`src/rtl/asr_pkg.sv`:
```
package asr_pkg;

    localparam int MAX_FRAME_BYTES = 3;

    localparam logic [7:0] CRC_POLY      = 8'h07;
    localparam logic [7:0] CRC_FINAL_XOR = 8'h55;

    // operation codes
    localparam logic [1:0] OP_READ_ANGLE = 2'd0;
    localparam logic [1:0] OP_READ_REG   = 2'd1;
    localparam logic [1:0] OP_WRITE_REG  = 2'd2;
    localparam logic [1:0] OP_RESERVED   = 2'd3;

    // configuration register indexes
    localparam logic [1:0] CFG_HALF_PERIOD = 2'd0;
    localparam logic [1:0] CFG_ANGLE_CMD   = 2'd1;
    localparam logic [1:0] CFG_RD_REG_CMD  = 2'd2;
    localparam logic [1:0] CFG_WR_REG_CMD  = 2'd3;

    typedef struct packed {
        logic [7:0] half_period_ticks;
        logic [7:0] read_angle_command;
        logic [7:0] read_register_command;
        logic [7:0] write_register_command;
    } asr_cfg_t;

    // field order follows m_tdata from the top bit down
    typedef struct packed {
        logic        rejected;
        logic        crc_ok;
        logic [7:0]  register_value;
        logic [15:0] angle;
        logic        done_res;
        logic        busy_res;
        logic        chip_select_n;
        logic        line_drive_enable;
        logic        line_out;
        logic        clock_pin;
    } asr_result_t;

    function automatic logic [7:0] crc8_step(input logic [7:0] crc, input logic [7:0] b);
        logic [7:0] c;
        c = crc ^ b;
        for (int i = 0; i < 8; i++) begin
            c = c[7] ? ({c[6:0], 1'b0} ^ CRC_POLY) : {c[6:0], 1'b0};
        end
        return c;
    endfunction

endpackage

```
`src/rtl/asr_seq.sv`:
```
module asr_seq
    import asr_pkg::*;
(
    input  logic        aclk,
    input  logic        aresetn,
    input  logic        step,
    input  logic        kind,
    input  logic [1:0]  operation,
    input  logic [7:0]  register_address,
    input  logic [7:0]  write_value,
    input  logic        line_in,
    input  asr_cfg_t    cfg,
    output asr_result_t result
);

    logic       active_reg, active_next;
    logic [1:0] cur_op_reg, cur_op_next;
    logic       receiving_reg, receiving_next;
    logic       low_half_reg, low_half_next;
    logic [7:0] tick_reg, tick_next;
    logic [2:0] bit_reg, bit_next;
    logic [1:0] byte_reg, byte_next;
    logic [7:0] shift_reg, shift_next;
    logic [7:0] crc_reg, crc_next;

    logic [7:0] tx1_reg, tx2_reg;
    logic [7:0] rx_byte_reg [0:MAX_FRAME_BYTES-1];

    logic       load_tx;
    logic       rx_wr;
    logic [7:0] hp;
    logic [7:0] tick_inc;
    logic [1:0] byte_inc;
    logic       last_rx;
    logic [7:0] expect_crc;
    logic       drive;

    assign hp       = (cfg.half_period_ticks == 8'd0) ? 8'd1 : cfg.half_period_ticks;
    assign tick_inc = tick_reg + 8'd1;
    assign byte_inc = byte_reg + 2'd1;
    // reply length is three minus the operation code
    assign last_rx  = ({1'b0, byte_inc} >= (3'd3 - {1'b0, cur_op_reg})) || (byte_inc == 2'd3);
    assign expect_crc = crc_reg ^ CRC_FINAL_XOR;

    always_comb begin
        active_next    = active_reg;
        cur_op_next    = cur_op_reg;
        receiving_next = receiving_reg;
        low_half_next  = low_half_reg;
        tick_next      = tick_reg;
        bit_next       = bit_reg;
        byte_next      = byte_reg;
        shift_next     = shift_reg;
        crc_next       = crc_reg;
        load_tx        = 1'b0;
        rx_wr          = 1'b0;
        result         = '0;

        if (kind) begin
            if (active_reg || operation == OP_RESERVED) begin
                result.rejected = 1'b1;
            end else begin
                load_tx        = 1'b1;
                cur_op_next    = operation;
                case (operation)
                    OP_READ_ANGLE: shift_next = cfg.read_angle_command;
                    OP_READ_REG:   shift_next = cfg.read_register_command;
                    default:       shift_next = cfg.write_register_command;
                endcase
                active_next    = 1'b1;
                receiving_next = 1'b0;
                low_half_next  = 1'b1;
                tick_next      = '0;
                bit_next       = '0;
                byte_next      = '0;
                crc_next       = '0;
            end
        end else if (active_reg) begin
            tick_next = tick_inc;
            if (tick_inc >= hp) begin
                tick_next = '0;
                if (low_half_reg) begin
                    if (receiving_reg) begin
                        shift_next = {shift_reg[6:0], line_in};
                    end
                    low_half_next = 1'b0;
                end else if (bit_reg != 3'd7) begin
                    if (!receiving_reg) begin
                        shift_next = {shift_reg[6:0], 1'b0};
                    end
                    bit_next      = bit_reg + 3'd1;
                    low_half_next = 1'b1;
                end else begin
                    bit_next      = '0;
                    low_half_next = 1'b1;
                    if (!receiving_reg) begin
                        // end of a command byte: next byte or turn the line round
                        if ({1'b0, byte_inc} >= ({1'b0, cur_op_reg} + 3'd1) ||
                            byte_inc == 2'd3) begin
                            receiving_next = 1'b1;
                            byte_next      = '0;
                            shift_next     = '0;
                        end else begin
                            byte_next  = byte_inc;
                            shift_next = (byte_inc == 2'd1) ? tx1_reg : tx2_reg;
                        end
                    end else begin
                        rx_wr      = (byte_reg != 2'd3);
                        byte_next  = byte_inc;
                        shift_next = '0;
                        if (!last_rx) begin
                            crc_next = crc8_step(crc_reg, shift_reg);
                        end else begin
                            active_next     = 1'b0;
                            receiving_next  = 1'b0;
                            low_half_next   = 1'b0;
                            byte_next       = '0;
                            result.done_res = 1'b1;
                            case (cur_op_reg)
                                OP_READ_ANGLE: begin
                                    result.angle  = {rx_byte_reg[0], rx_byte_reg[1]};
                                    result.crc_ok = (expect_crc == shift_reg);
                                end
                                OP_READ_REG: begin
                                    result.register_value = rx_byte_reg[0];
                                    result.crc_ok         = (expect_crc == shift_reg);
                                end
                                default: begin
                                    result.register_value = shift_reg;
                                end
                            endcase
                        end
                    end
                end
            end
        end

        drive                    = active_next && !receiving_next;
        result.clock_pin         = !(active_next && low_half_next);
        result.line_out          = drive && shift_next[7];
        result.line_drive_enable = drive;
        result.chip_select_n     = !active_next;
        result.busy_res          = active_next;
    end

    always_ff @(posedge aclk) begin
        if (!aresetn) begin
            active_reg    <= 1'b0;
            cur_op_reg    <= '0;
            receiving_reg <= 1'b0;
            low_half_reg  <= 1'b0;
            tick_reg      <= '0;
            bit_reg       <= '0;
            byte_reg      <= '0;
            shift_reg     <= '0;
            crc_reg       <= '0;
        end else if (step) begin
            active_reg    <= active_next;
            cur_op_reg    <= cur_op_next;
            receiving_reg <= receiving_next;
            low_half_reg  <= low_half_next;
            tick_reg      <= tick_next;
            bit_reg       <= bit_next;
            byte_reg      <= byte_next;
            shift_reg     <= shift_next;
            crc_reg       <= crc_next;
        end
    end

    // frame bytes, no reset needed
    always_ff @(posedge aclk) begin
        if (step && load_tx) begin
            tx1_reg <= register_address;
            tx2_reg <= write_value;
        end
        if (step && rx_wr) begin
            rx_byte_reg[byte_reg] <= shift_reg;
        end
    end

endmodule

```
`src/rtl/angle_sensor_spi3_reader.sv`:
```
// A result is registered and appears on m_tdata in the cycle after its input transfer.
// One item per cycle while the output is not stalled: the sequencer step and the
// output register both load on each transfer, so a tick can be taken every cycle.
// A stalled output holds its result; the input is still taken in the cycle
// the output is being emptied.
// Reset (aresetn low, synchronous) idles the bus: SCK high, CS high, line released.
module angle_sensor_spi3_reader
    import asr_pkg::*;
(
    input  logic        aclk,
    input  logic        aresetn,

    input  logic        cfg_wr_en,
    input  logic [1:0]  cfg_addr,
    input  logic [7:0]  cfg_wdata,

    input  logic        s_tvalid,
    output logic        s_tready,
    // [1:0] operation, [9:2] register_address, [17:10] write_value, [18] line_in
    input  logic [23:0] s_tdata,
    // [0] kind
    input  logic        s_tuser,

    output logic        m_tvalid,
    input  logic        m_tready,
    // [0] clock_pin, [1] line_out, [2] line_drive_enable, [3] chip_select_n,
    // [4] busy_res, [5] done_res, [21:6] angle, [29:22] register_value,
    // [30] crc_ok, [31] rejected
    output logic [31:0] m_tdata
);

    asr_cfg_t    cfg_reg;
    asr_result_t result;
    asr_result_t m_tdata_reg;
    logic        m_tvalid_reg;
    logic        step;

    assign s_tready = !m_tvalid_reg || m_tready;
    assign step     = s_tvalid && s_tready;

    always_ff @(posedge aclk) begin
        if (!aresetn) begin
            cfg_reg.half_period_ticks      <= 8'd1;
            cfg_reg.read_angle_command     <= '0;
            cfg_reg.read_register_command  <= '0;
            cfg_reg.write_register_command <= '0;
        end else if (cfg_wr_en) begin
            case (cfg_addr)
                CFG_HALF_PERIOD: cfg_reg.half_period_ticks      <= cfg_wdata;
                CFG_ANGLE_CMD:   cfg_reg.read_angle_command     <= cfg_wdata;
                CFG_RD_REG_CMD:  cfg_reg.read_register_command  <= cfg_wdata;
                CFG_WR_REG_CMD:  cfg_reg.write_register_command <= cfg_wdata;
                default:         cfg_reg.half_period_ticks      <= cfg_reg.half_period_ticks;
            endcase
        end
    end

    asr_seq u_seq (
        .aclk             (aclk),
        .aresetn          (aresetn),
        .step             (step),
        .kind             (s_tuser),
        .operation        (s_tdata[1:0]),
        .register_address (s_tdata[9:2]),
        .write_value      (s_tdata[17:10]),
        .line_in          (s_tdata[18]),
        .cfg              (cfg_reg),
        .result           (result)
    );

    always_ff @(posedge aclk) begin
        if (!aresetn) begin
            m_tvalid_reg <= 1'b0;
        end else if (step) begin
            m_tvalid_reg <= 1'b1;
        end else if (m_tready) begin
            m_tvalid_reg <= 1'b0;
        end
    end

    always_ff @(posedge aclk) begin
        if (step) begin
            m_tdata_reg <= result;
        end
    end

    assign m_tvalid = m_tvalid_reg;
    assign m_tdata  = m_tdata_reg;

endmodule

```
`config.mk`:
```
export PLATFORM = sky130hd
export DESIGN_NAME = angle_sensor_spi3_reader
export DESIGN_NICKNAME = d
export VERILOG_FILES = /design/src/rtl/asr_pkg.sv /design/src/rtl/asr_seq.sv /design/src/rtl/angle_sensor_spi3_reader.sv
export SDC_FILE = /design/constraint.sdc
export NUM_CORES = 1
export LEC_CHECK = 0
export ABC_AREA = 1
export BUFFER_PORTS_ARGS = -buffer_cell sky130_fd_sc_hd__clkbuf_2
export CAP_MARGIN = 20
export CORE_ASPECT_RATIO = 1.5
export CORE_MARGIN = 2
export CORE_UTILIZATION = 35
export DETAILED_ROUTE_END_ITERATION = 16
export GPL_ROUTABILITY_DRIVEN = 0
export PLACE_DENSITY_LB_ADDON = 0.05
export REMOVE_ABC_BUFFERS = 1
export SYNTH_ARGS = -nofsm -noshare
export SYNTH_HDL_FRONTEND = slang
export SYNTH_SLANG_ARGS = --single-unit
```
`constraint.sdc`:
```
create_clock -name aclk -period 4.4 [get_ports aclk]
set_clock_uncertainty 0.05 [all_clocks]
set_input_delay 0.22 -clock aclk [delete_from_list [all_inputs] [get_ports aclk]]
set_output_delay 0.22 -clock aclk [all_outputs]
set_load 0.1 [all_outputs]
```
==> results.ini <==
[hold_path]
min_to = cfg_reg[23]
hold_depth = 3
hp-start = cfg_wdata[7]
hold_path.class = input pin to register

[route]
routed_wl_um = 15700
dr.first_iter.drc_count = 257
viasPerCell = 4.81
met3_length_um = 478
drc = 0
drtAntennaViolNets = 0
vias = 5094
dr_wl_met2_um = 8560
highest_layer = met4
first_pass_iters = 4
wl_per_cell_um = 14.8
met1_length_um = 6230

[yosys]
synth.area.mux_share_pct = 0.942
syn-instance-count = 743
synth_top_family_by_area = simple AND/OR/NAND/NOR gates
ys_seq_elements = 131
synth_compound_area_share_pct = 11.4
synthAdderAreaFrac_pct = 4.12
ys.warnings.count = 0
synth_xor_area_share_pct = 3.00
synth_area_sq_um = 6380
synthSimpleGateAreaFrac_pct = 21.1
post_synth_num_cell_types = 40
postSynthAreaPerCell_sq_um = 8.58
yosysSeqAreaShare_pct = 51.2

[floorplanning]
initial_core_util_pct = 35.7
fp.dieW_um = 114
pin_count = 74
die_y_um = 169
dieArea_sq_um = 19300
coreArea_sq_um = 17900
fp-row-count = 60

[critical_path]
r2r_end = u_seq.rx_byte_reg[1][0]
worstSetupPathType = register to register
r2r_slack_ps = 1280
crit_chain = nand2_1 -> nor2_1 -> nand3_1 -> nor3_1 -> xor2_1 -> ha_1 -> nand2_1 -> nor2_1 -> nand2_1 -> nand3_1 -> nand3_1 -> nor2_1
crit_required_ps = 4400
crit_path_end_kind = register
worstPathMaxFanout = 8
worstRegToRegCells = 12
cp.arrival_ps = 3130
crit_start = u_seq.tick_reg[0]
slowest_delay_ps = 580
r2r-start = u_seq.tick_reg[0]
startpoint_type = register
slowest_stage = nor2_1

[sta]
fin_crit_sh_pct = 71.0
report.final.setup_viol = 0
slew_viol_final = 0
max_freq_ghz = 0.320
setup_slack_ps = 1280
rsz0062_at_grt = false
layout_min_cycle_time_ps = 3120
final_hold_viol_count = 0
tns_ps = 0
worstMarginPinSlew_ps = 933
maxSlewHeadroom_pct = 37.7

[placed_design]
dp_hpwl_um = 11600
dp_slack_ps = 1220
io_buffer_count = 68

[pwr]
p_per_area_nw_per_um2 = 434
leakage_nw = 3.35
max-vdd-ir-drop_mv = 0.245

[grt]
grt-ovfl-total = 0
grtUsageTotal_pct = 17.3
grt_start_max_net_pins = 46
grt_pass1_vias = 5161
antenna_found_initial = 0
grt_pass1_wl_um = 25800

[finish]
mostFrequentLayoutCells = nand2_1, nor2_1, inv_1
area_growth_pct = 20.0
diodes = 0
n_fill_cell = 1810
final_nets = 890
final_common_cell = nand2_1
drive_gt1_share_pct = 17.2

[run_status]
status = completed

[clock_tree]
cts.htree.levels = 4
cts_tree = yes
max-clock-path-buffers = 2
numCtsBuffers = 17
clkTransAtPathRegs_ps = 60
clock-sinks = 131
clkLatencyLatePin_ps = 420
cts_root_buf = clkbuf_16

[flow_run]
max-cap-violations = 0

==> layout make-up <==
type | instances | area [sq um] | share of cell area [%]
sequential | 131 | 3260 | 42.7
multi-input combinational | 482 | 2590 | 33.8
timing repair buffer | 88 | 533 | 6.97
clock buffer | 17 | 425 | 5.56
inverter | 109 | 413 | 5.40
tap | 217 | 272 | 3.55
clock inverter | 15 | 156 | 2.04
==> synthesized netlist by cell type (all sizes together) <==
library cell	n	share of area (%)
nand2	133	8.5
nor2	109	7.2
inv	106	6.3
dfxtp	67	21
edfxtp	64	30
o21ai	55	4.3
a21oi	50	3.9
nand3	48	3.8
ha	21	4.1
clkbuf	13	0.77
xnor2	12	1.8
a22oi	9	1.1
xor2	9	1.2
buf	8	1.0
nor3	7	0.55
mux2i	6	0.94
nand4	6	0.69
a211oi	5	0.98
a31oi	4	0.39
clkinv	3	0.20
nor4	3	0.29
a21o	1	0.12
a221oi	1	0.14
a22o	1	0.14
a41o	1	0.16
o22ai	1	0.20
==> repair_timing <==
item                                   in CTS  in global routing
hold buffers                               17                  0
setup buffers                               0                  0
resized for setup                           0                  0
endpoints found under the hold margin      17                  0
==> critical path, delay by kind of cell (launching register included) <==
family	cells	cell delay (ps)
AND/OR/NAND/NOR	10	1860
flip-flops	1	390
adder cells (fa/ha/maj)	1	320
XOR/XNOR	1	140
==> kinds of logic after synthesis <==
| family | after synthesis |
|---|---|
| buffers and inverters | 130 |
| AOI/OAI and AO/OA | 128 |
| and+or+nand+nor | 306 |
| xor gates and xnor gates | 21 |
| DFF | 131 |
| muxes | 6 |
| adders and majority gates | 21 |
==> layer usage <==
layer | vias up | GRT usage [%]
met5 | - | 0
met4 | 0 | 7.69
met3 | 24 | 3.11
met2 | 99 | 32.8
met1 | 2358 | 18.4
li1 | 2613 | -
==> per-stage QoR <==
stage                     total power, mW  utilization [%]  hold slack, ps  instance area, sq um  instances
after floorplan                      1.80                -             254                  6260        722
after global placement               1.94             38.6             350                  6900       1010
after detailed placement             1.95             38.6             351                  6900       1010
after CTS                            3.35             42.8            30.3                  7650       1059
after global routing                 3.47             42.8            41.0                  7650       1059
final                                3.32             42.8            40.9                  7650       1059
==> worst max path at each step <==
stage / slack, ps / end / depth (start not counted)
3_5_place_dp: 1220 / u_seq.rx_byte_reg[1][0] / 12
5_1_grt: 930 / u_seq.rx_byte_reg[1][4] / 12
6_report: 1280 / u_seq.rx_byte_reg[1][0] / 12
4_1_cts: 1210 / u_seq.rx_byte_reg[1][4] / 12
2_1_floorplan: 1180 / u_seq.crc_reg[7] / 9
3_3_place_gp: 1300 / u_seq.rx_byte_reg[1][4] / 12
==> report_power, final <==
group	internal [mW]	switching, mW	leakage, nW
clock	0.837	0.551	0.277
sequential	1.34	0.0521	1.17
combinational	0.149	0.388	1.91
Power figures use the tool's default switching activity.
